$ cat src/sv/sbr_pkg.sv
`default_nettype none

package sbr_pkg;

    localparam int unsigned BandCountDefault = 32;

    localparam int unsigned TimeW   = 32;
    localparam int unsigned BandW   = 5;
    localparam int unsigned MagW    = 24;
    localparam int unsigned CoordW  = 8;
    localparam int unsigned HeightW = 7;
    localparam int unsigned ColorW  = 16;
    localparam int unsigned CfgIdxW = 1;
    localparam int unsigned CfgDatW = 4;

    localparam logic [CfgIdxW-1:0] CFG_FOCUS_GROUP = 1'd0;
    localparam logic [CfgIdxW-1:0] CFG_SENSITIVITY = 1'd1;

    localparam logic [1:0] FOCUS_ALL    = 2'd0;
    localparam logic [1:0] FOCUS_BASS   = 2'd1;
    localparam logic [1:0] FOCUS_MID    = 2'd2;
    localparam logic [1:0] FOCUS_TREBLE = 2'd3;

    localparam logic [TimeW-1:0]   THROTTLE_MS  = 32'd33;
    localparam logic [12:0]        FLOOR_Q8     = 13'd2560;
    localparam logic [CoordW-1:0]  BARS_TOP     = 8'd14;
    localparam logic [CoordW-1:0]  BARS_BOTTOM  = 8'd134;
    localparam logic [HeightW-1:0] BARS_MAX_H   = 7'd120;
    localparam logic [CoordW-1:0]  BAR_W        = 8'd6;
    localparam logic [CoordW-1:0]  BAR_PITCH    = 8'd7;
    localparam logic [CoordW-1:0]  BARS_LEFT    = 8'd8;
    localparam logic [CoordW-1:0]  CLEAR_W      = 8'd240;
    localparam logic [BandW-1:0]   BASS_END     = 5'd10;
    localparam logic [BandW-1:0]   MID_END      = 5'd22;

    localparam logic [ColorW-1:0] COL_BLACK = 16'h0000;
    localparam logic [ColorW-1:0] COL_WHITE = 16'hFFFF;
    localparam logic [ColorW-1:0] COL_RED   = 16'hF800;
    localparam logic [ColorW-1:0] COL_GREEN = 16'h07E0;
    localparam logic [ColorW-1:0] COL_BLUE  = 16'h001F;

    typedef struct packed {
        logic                 visible;
        logic [CoordW-1:0]    x;
        logic [CoordW-1:0]    y;
        logic [HeightW-1:0]   height;
        logic [ColorW-1:0]    color;
    } bar_t;

endpackage

`default_nettype wire

$ cat src/sv/spectrum_bar_renderer_core.sv
`default_nettype none

// Spectrum bar renderer. Each input transfer carries one band magnitude with its band index
// and frame time; band 0 opens a frame, which is dropped when fewer than 33 ms have passed
// since a last drawn frame with nonzero time, and otherwise emits a black clear rectangle
// ahead of its bar. Each band of a drawn frame yields one bar rectangle unless its height
// works out to zero. An item is registered on input and then loaded into a two-entry
// result register, from which its rectangles leave; the single output port moves one
// rectangle per cycle while m_axis_tready is high, and the next item is loaded as the last
// rectangle of the one before leaves. tlast marks the final rectangle of each item.
// Configuration writes are always ready and must only be issued while no item is in flight.
module spectrum_bar_renderer_core #(
    parameter int unsigned BAND_COUNT = sbr_pkg::BandCountDefault
) (
    input  wire logic                         clk,
    input  wire logic                         rst_n,
    input  wire logic                         s_axis_tvalid,
    output logic                              s_axis_tready,
    // frame_time_ms [31:0], band_index [36:32], magnitude [60:37], zero [63:61]
    input  wire logic [63:0]                  s_axis_tdata,
    output logic                              m_axis_tvalid,
    input  wire logic                         m_axis_tready,
    // rect_x [7:0], rect_y [15:8], rect_width [23:16], rect_height [30:24],
    // rect_color [46:31], zero [47]
    output logic [47:0]                       m_axis_tdata,
    output logic                              m_axis_tlast,
    input  wire logic                         cfg_valid,
    output logic                              cfg_ready,
    input  wire logic [sbr_pkg::CfgIdxW-1:0]  cfg_index,
    input  wire logic [sbr_pkg::CfgDatW-1:0]  cfg_data
);
    import sbr_pkg::*;

    logic [1:0]       focus_reg;
    logic [3:0]       sens_reg;
    logic [TimeW-1:0] last_time_reg;
    logic             frame_active_reg;

    logic             in_valid_reg;
    logic [TimeW-1:0] in_time_reg;
    logic [BandW-1:0] in_band_reg;
    logic [MagW-1:0]  in_mag_reg;

    logic             clr_pend_reg;
    logic             bar_pend_reg;
    bar_t             bar_reg;

    bar_t             bar_calc;
    logic             pair_free;
    logic             pair_load;
    logic             band_ok;
    logic             drop;
    logic             clr_pend_next;
    logic             bar_pend_next;

    sbr_bar_calc u_calc (
        .band        (in_band_reg),
        .magnitude   (in_mag_reg),
        .focus_group (focus_reg),
        .sensitivity (sens_reg),
        .bar         (bar_calc)
    );

    assign cfg_ready = 1'b1;

    // The result register can take a new item once at most one rectangle remains and it
    // is leaving now.
    assign pair_free = !(clr_pend_reg || bar_pend_reg)
                       || (m_axis_tready && (clr_pend_reg != bar_pend_reg));
    assign pair_load     = in_valid_reg && pair_free;
    assign s_axis_tready = !in_valid_reg || pair_load;

    assign band_ok = {1'b0, in_band_reg} < 6'(BAND_COUNT);
    assign drop    = (last_time_reg != '0) && ((in_time_reg - last_time_reg) < THROTTLE_MS);

    always_comb
    begin
        clr_pend_next = clr_pend_reg;
        bar_pend_next = bar_pend_reg;
        if (m_axis_tready)
        begin
            if (clr_pend_reg)
            begin
                clr_pend_next = 1'b0;
            end
            else
            begin
                bar_pend_next = 1'b0;
            end
        end
        if (pair_load)
        begin
            clr_pend_next = 1'b0;
            bar_pend_next = 1'b0;
            if (band_ok)
            begin
                if (in_band_reg == '0)
                begin
                    clr_pend_next = !drop;
                    bar_pend_next = !drop && bar_calc.visible;
                end
                else
                begin
                    bar_pend_next = frame_active_reg && bar_calc.visible;
                end
            end
        end
    end

    always_ff @(posedge clk or negedge rst_n)
    begin
        if (!rst_n)
        begin
            focus_reg        <= FOCUS_ALL;
            sens_reg         <= 4'd5;
            last_time_reg    <= '0;
            frame_active_reg <= 1'b0;
            in_valid_reg     <= 1'b0;
            clr_pend_reg     <= 1'b0;
            bar_pend_reg     <= 1'b0;
        end
        else
        begin
            if (cfg_valid && cfg_ready)
            begin
                case (cfg_index)
                    CFG_FOCUS_GROUP: focus_reg <= cfg_data[1:0];
                    CFG_SENSITIVITY: sens_reg  <= cfg_data;
                    default:         ;
                endcase
            end
            if (s_axis_tready)
            begin
                in_valid_reg <= s_axis_tvalid;
            end
            if (pair_load && band_ok && (in_band_reg == '0))
            begin
                frame_active_reg <= !drop;
                if (!drop)
                begin
                    last_time_reg <= in_time_reg;
                end
            end
            clr_pend_reg <= clr_pend_next;
            bar_pend_reg <= bar_pend_next;
        end
    end

    always_ff @(posedge clk)
    begin
        if (s_axis_tready && s_axis_tvalid)
        begin
            in_time_reg <= s_axis_tdata[31:0];
            in_band_reg <= s_axis_tdata[36:32];
            in_mag_reg  <= s_axis_tdata[60:37];
        end
        if (pair_load)
        begin
            bar_reg <= bar_calc;
        end
    end

    assign m_axis_tvalid = clr_pend_reg || bar_pend_reg;
    assign m_axis_tlast  = !(clr_pend_reg && bar_pend_reg);

    always_comb
    begin
        if (clr_pend_reg)
        begin
            m_axis_tdata = {1'b0, COL_BLACK, BARS_MAX_H, CLEAR_W, BARS_TOP, CoordW'(0)};
        end
        else
        begin
            m_axis_tdata = {1'b0, bar_reg.color, bar_reg.height, BAR_W, bar_reg.y, bar_reg.x};
        end
    end

endmodule

`default_nettype wire

$ cat src/sv/sbr_bar_calc.sv
`default_nettype none

module sbr_bar_calc (
    input  wire logic [sbr_pkg::BandW-1:0] band,
    input  wire logic [sbr_pkg::MagW-1:0]  magnitude,
    input  wire logic [1:0]                focus_group,
    input  wire logic [3:0]                sensitivity,
    output sbr_pkg::bar_t                  bar
);
    import sbr_pkg::*;

    logic [MagW:0]    v;
    logic [4:0]       lead;
    logic [7:0]       frac;
    logic [12:0]      log_q8;
    logic [11:0]      diff;
    logic [17:0]      prod;
    logic [9:0]       h_raw;
    logic [HeightW-1:0] h;
    logic             in_focus;
    logic [ColorW-1:0] tint;

    assign v = {1'b0, magnitude} + (MagW+1)'(1);

    always_comb
    begin
        lead = '0;
        for (int i = 1; i <= MagW; i++)
        begin
            if (v[i])
            begin
                lead = 5'(i);
            end
        end
    end

    // The eight bits just below the leading one, zero filled from the right.
    assign frac   = 8'(({v, 8'b0}) >> lead);
    assign log_q8 = {lead, frac};
    assign diff   = (log_q8 > FLOOR_Q8) ? 12'(log_q8 - FLOOR_Q8) : 12'd0;
    assign prod   = 18'(diff) * 18'(sensitivity) * 18'd3;
    assign h_raw  = prod[17:8];
    assign h      = (h_raw > 10'(BARS_MAX_H)) ? BARS_MAX_H : h_raw[HeightW-1:0];

    always_comb
    begin
        case (focus_group)
            FOCUS_BASS:
            begin
                in_focus = band < BASS_END;
                tint     = COL_RED;
            end
            FOCUS_MID:
            begin
                in_focus = (band >= BASS_END) && (band < MID_END);
                tint     = COL_GREEN;
            end
            FOCUS_TREBLE:
            begin
                in_focus = band >= MID_END;
                tint     = COL_BLUE;
            end
            default:
            begin
                in_focus = 1'b1;
                tint     = COL_WHITE;
            end
        endcase
    end

    assign bar.visible = h != '0;
    assign bar.x       = BARS_LEFT + CoordW'(band) * BAR_PITCH;
    assign bar.y       = BARS_BOTTOM - CoordW'(h);
    assign bar.height  = h;
    assign bar.color   = in_focus ? tint : COL_WHITE;

endmodule

`default_nettype wire

$ cat config.mk
export PLATFORM = sky130hd
export DESIGN_NAME = spectrum_bar_renderer_core
export DESIGN_NICKNAME = d
export VERILOG_FILES = /design/src/sv/sbr_pkg.sv /design/src/sv/spectrum_bar_renderer_core.sv /design/src/sv/sbr_bar_calc.sv
export SDC_FILE = /design/constraint.sdc
export NUM_CORES = 1
export LEC_CHECK = 0
export ABC_AREA = 1
export BUFFER_PORTS_ARGS = -buffer_cell sky130_fd_sc_hd__clkbuf_2
export CORE_UTILIZATION = 37
export CTS_CLUSTER_SIZE = 28
export DETAILED_ROUTE_END_ITERATION = 8
export PLACE_DENSITY = 0.64
export SYNTH_ARGS = -nofsm -noshare
export SYNTH_HDL_FRONTEND = slang
export SYNTH_SLANG_ARGS = --single-unit
$ cat constraint.sdc
create_clock -name clk -period 16.55 [get_ports clk]
set_input_delay 1.655 -clock clk [delete_from_list [all_inputs] [get_ports clk]]
set_output_delay 1.655 -clock clk [all_outputs]
set_load 0.005 [all_outputs]
==> flow_summary_export.csv <==
group,metric,value,unit
timing,setup_viol_count_final,0,
cts,cts_setup_buffers,0,
floorplanning,core,29000,um2
cts,h-tree-depth,4,
timing,final-hold-violation-count,0,
setup_path,critPathMaxStageDelay,0.93,ns
setup_path,reg2reg_depth,59,
synth,synth_seq_cells,128,
layout,drive_gt1_frac,0.143,
setup_path,cpMostUsedCell,"nand2_1",
floorplanning,start_util,0.380,
cts,cts_hold_buf,0,
timing,worstMarginPinSlew,1.15,ns
cts,worst_skew_pair.late_latency,0.43,ns
cts,ctsLongestPathBuffers,2,
global_routing,antenna_found_initial,0,
synth,avgSynthCellArea,7.79,um2
drt,remaining_drc_errors,0,
placement,place_hpwl,18000,um
cts,root_buffer,"clkbuf_16",
drt,dr.pass1.iters,5,
min_path,min-delay-start,"frame_active_reg",
floorplanning,dieHeight,175,um
floorplanning,pin_count,126,
setup_path,worstPathRequired,16.86,ns
setup_path,startpoint_type,"flip-flop",
placement,gp_congestion,0.901,
drt,dr_total_vias,9085,
min_path,min_path_type,"reg2reg",
drt,drt-initial-drc-count,538,
job,max_cap_violations,0,
timing,slew_headroom,0.234,
setup_path,r2r_end,"bar_pend_reg",
floorplanning,rows,62,
cts,numCtsBuffers,17,
synth,ys.flop_type,"edfxtp_1",
synth,async_flop_share,0.328,
global_routing,grt_overflow,0,
synth,seq_area_frac_synth,0.330,
timing,rsz0062_at_grt,"false",
placement,port_buffers,118,
timing,skew,0.0121,ns
cts,cts_tree,"done",
min_path,whs_path_depth,2,
drt,post_drt_wl_per_cell,12.1,um
synth,netlist_area,11000,um2
run_status,status,"finished clean",
drt,via_per_inst,4.77,
synth,synth_edf_count,86,
setup_path,r2r_slack,5.86,ns
synth,yosys.cell_types.count,52,
timing,slew_viol_final,0,
floorplanning,chipWidth,175,um
setup_path,r2r-start,"in_mag_reg[0]",
setup_path,worstPathArrival,11.00,ns
cts,clk_pin_slew,0.06,ns
layout,nets,1704,
global_routing,grt_max_degree,67,
layout,area.growth.synth_to_final,12.9,%
global_routing,grt_use_total,0.158,
setup_path,slowest_stage,"a21oi_2",
layout,diodes,0,
global_routing,grt_pass1_vias,8663,
setup_path,end_kind,"flip-flop",
cts,cts.sinks,128,
min_path,min_to,"frame_active_reg",
drt,ant_nets,0,
setup_path,crit_type,"reg2reg",
synth,postSynthCellCount,1415,
setup_path,crit_fanout,25,
global_routing,grt_pass1_wl,39600,um
timing,tns,0,ns
synth,ys_warn_count,0,
timing,period_share,0.646,
timing,fin_crit,10.69,ns
drt,drt-total-wl,23000,um
timing,fmax,93.6,MHz
cts,cts.repair.resized,0,
floorplanning,die_area,30500,um2
area by class of cell:
cell class / instances / area (um2)
fill: 2931 / 16600
multi-input combinational: 1013 / 6230
sequential: 128 / 3640
inverter: 227 / 852
timing repair buffer: 121 / 613
tap: 384 / 480
clock buffer: 19 / 443
clock inverter: 13 / 198
synthesized netlist by cell type, types with 2 or more instances:
library cell / instances / area [um2]
edfxtp_1: 86 / 2580
o211ai_1: 7 / 52.6
dfrtp_1: 40 / 1000
buf_4: 27 / 203
a211oi_1: 4 / 30.0
nand4_2: 2 / 25.0
nand2_4: 3 / 33.8
conb_1: 2 / 7.51
a31oi_1: 3 / 18.8
buf_6: 3 / 33.8
inv_1: 219 / 822
clkbuf_1: 9 / 33.8
o21ai_2: 2 / 17.5
a21o_1: 5 / 37.5
nand3_1: 117 / 586
dfstp_2: 2 / 52.6
o21a_1: 3 / 22.5
xnor2_1: 20 / 175
nand4_1: 19 / 119
nand3b_1: 3 / 22.5
nor2_4: 5 / 56.3
o21ai_1: 16 / 80.1
o21ai_0: 29 / 145
xor2_1: 38 / 333
or2_2: 9 / 56.3
xor2_2: 2 / 32.5
nor2_1: 142 / 533
nor2_8: 2 / 40.0
nor3_2: 2 / 20.0
nand3_2: 4 / 40.0
fa_1: 26 / 521
nand2_1: 285 / 1070
nand2_2: 8 / 50.1
o31ai_1: 5 / 37.5
a21oi_1: 101 / 505
o21bai_1: 10 / 75.1
buf_2: 10 / 50.1
inv_2: 7 / 26.3
nor4_1: 11 / 68.8
ha_1: 96 / 1200
nor3_1: 10 / 50.1
nor2_2: 11 / 68.8
layout by cell type (no fill, tap or decap), drive strengths merged, types with 5 or more instances in the layout:
cell	netlist	routed
xor2	40	40
o211ai	8	8
a21oi	102	102
o21ai	47	47
o21bai	11	11
nor4	11	11
nand2	296	296
fa	26	26
nand3	121	121
inv	226	231
a21o	5	5
edfxtp	86	86
or2	10	10
dfrtp	40	40
xnor2	21	21
clkbuf	9	137
nor2	160	160
nor3	12	12
clkinv	1	5
o31ai	5	5
nand4	21	21
ha	96	96
through the flow:
stage                     std cells  setup WS, ns  hold WS, ns  utilization  area (um2)
final                          1905          5.86        0.509        0.429       12500
after global routing           1905          4.56        0.552        0.429       12500
after CTS                      1905          5.85        0.510        0.429       12500
after detailed placement       1873          5.93        0.493        0.407       11800
after global placement         1873          6.04        0.487        0.407       11800
after floorplan                1417          7.82        0.465            -       11000
how the worst max path moves through the flow:
stage | startpoint | to | cells past startpoint
floorplan | in_mag_reg[0] | bar_reg[24] | 68
global placement | in_mag_reg[0] | bar_pend_reg | 58
detailed placement | in_mag_reg[0] | bar_pend_reg | 59
CTS | in_mag_reg[0] | bar_pend_reg | 59
global route | in_mag_reg[0] | bar_pend_reg | 58
finish | in_mag_reg[0] | bar_pend_reg | 59
cells by family after synthesis:
| family | share of synthesized area |
|---|---|
| compound gates | 0.0981 |
| xor+xnor | 0.0505 |
| fa+ha+maj | 0.156 |
| buf+inv | 0.106 |
| flops | 0.330 |
| other cells | 0.000681 |
| simple gates | 0.259 |
worst max-delay path: cells and delay by family (launching register included):
kind	cells	cell delay, ns
and+or+nand+nor	30	3.88
adders and majority gates	6	2.12
AOI/OAI and AO/OA	15	3.06
DFF	1	0.53
xor gates and xnor gates	2	0.48
buffers and inverters	6	0.49
metal layers:
metal / GRT usage / up-vias / wire, um
li1: - / 4778 / -
met1: 0.209 / 4104 / 11300
met2: 0.263 / 176 / 10500
met3: 0.0244 / 27 / 753
met4: 0.0522 / 0 / 362
met5: 0 / - / 0
Power is not shown: default switching activity piles up to over one toggle a cycle in this logic, so the estimate is an artifact.
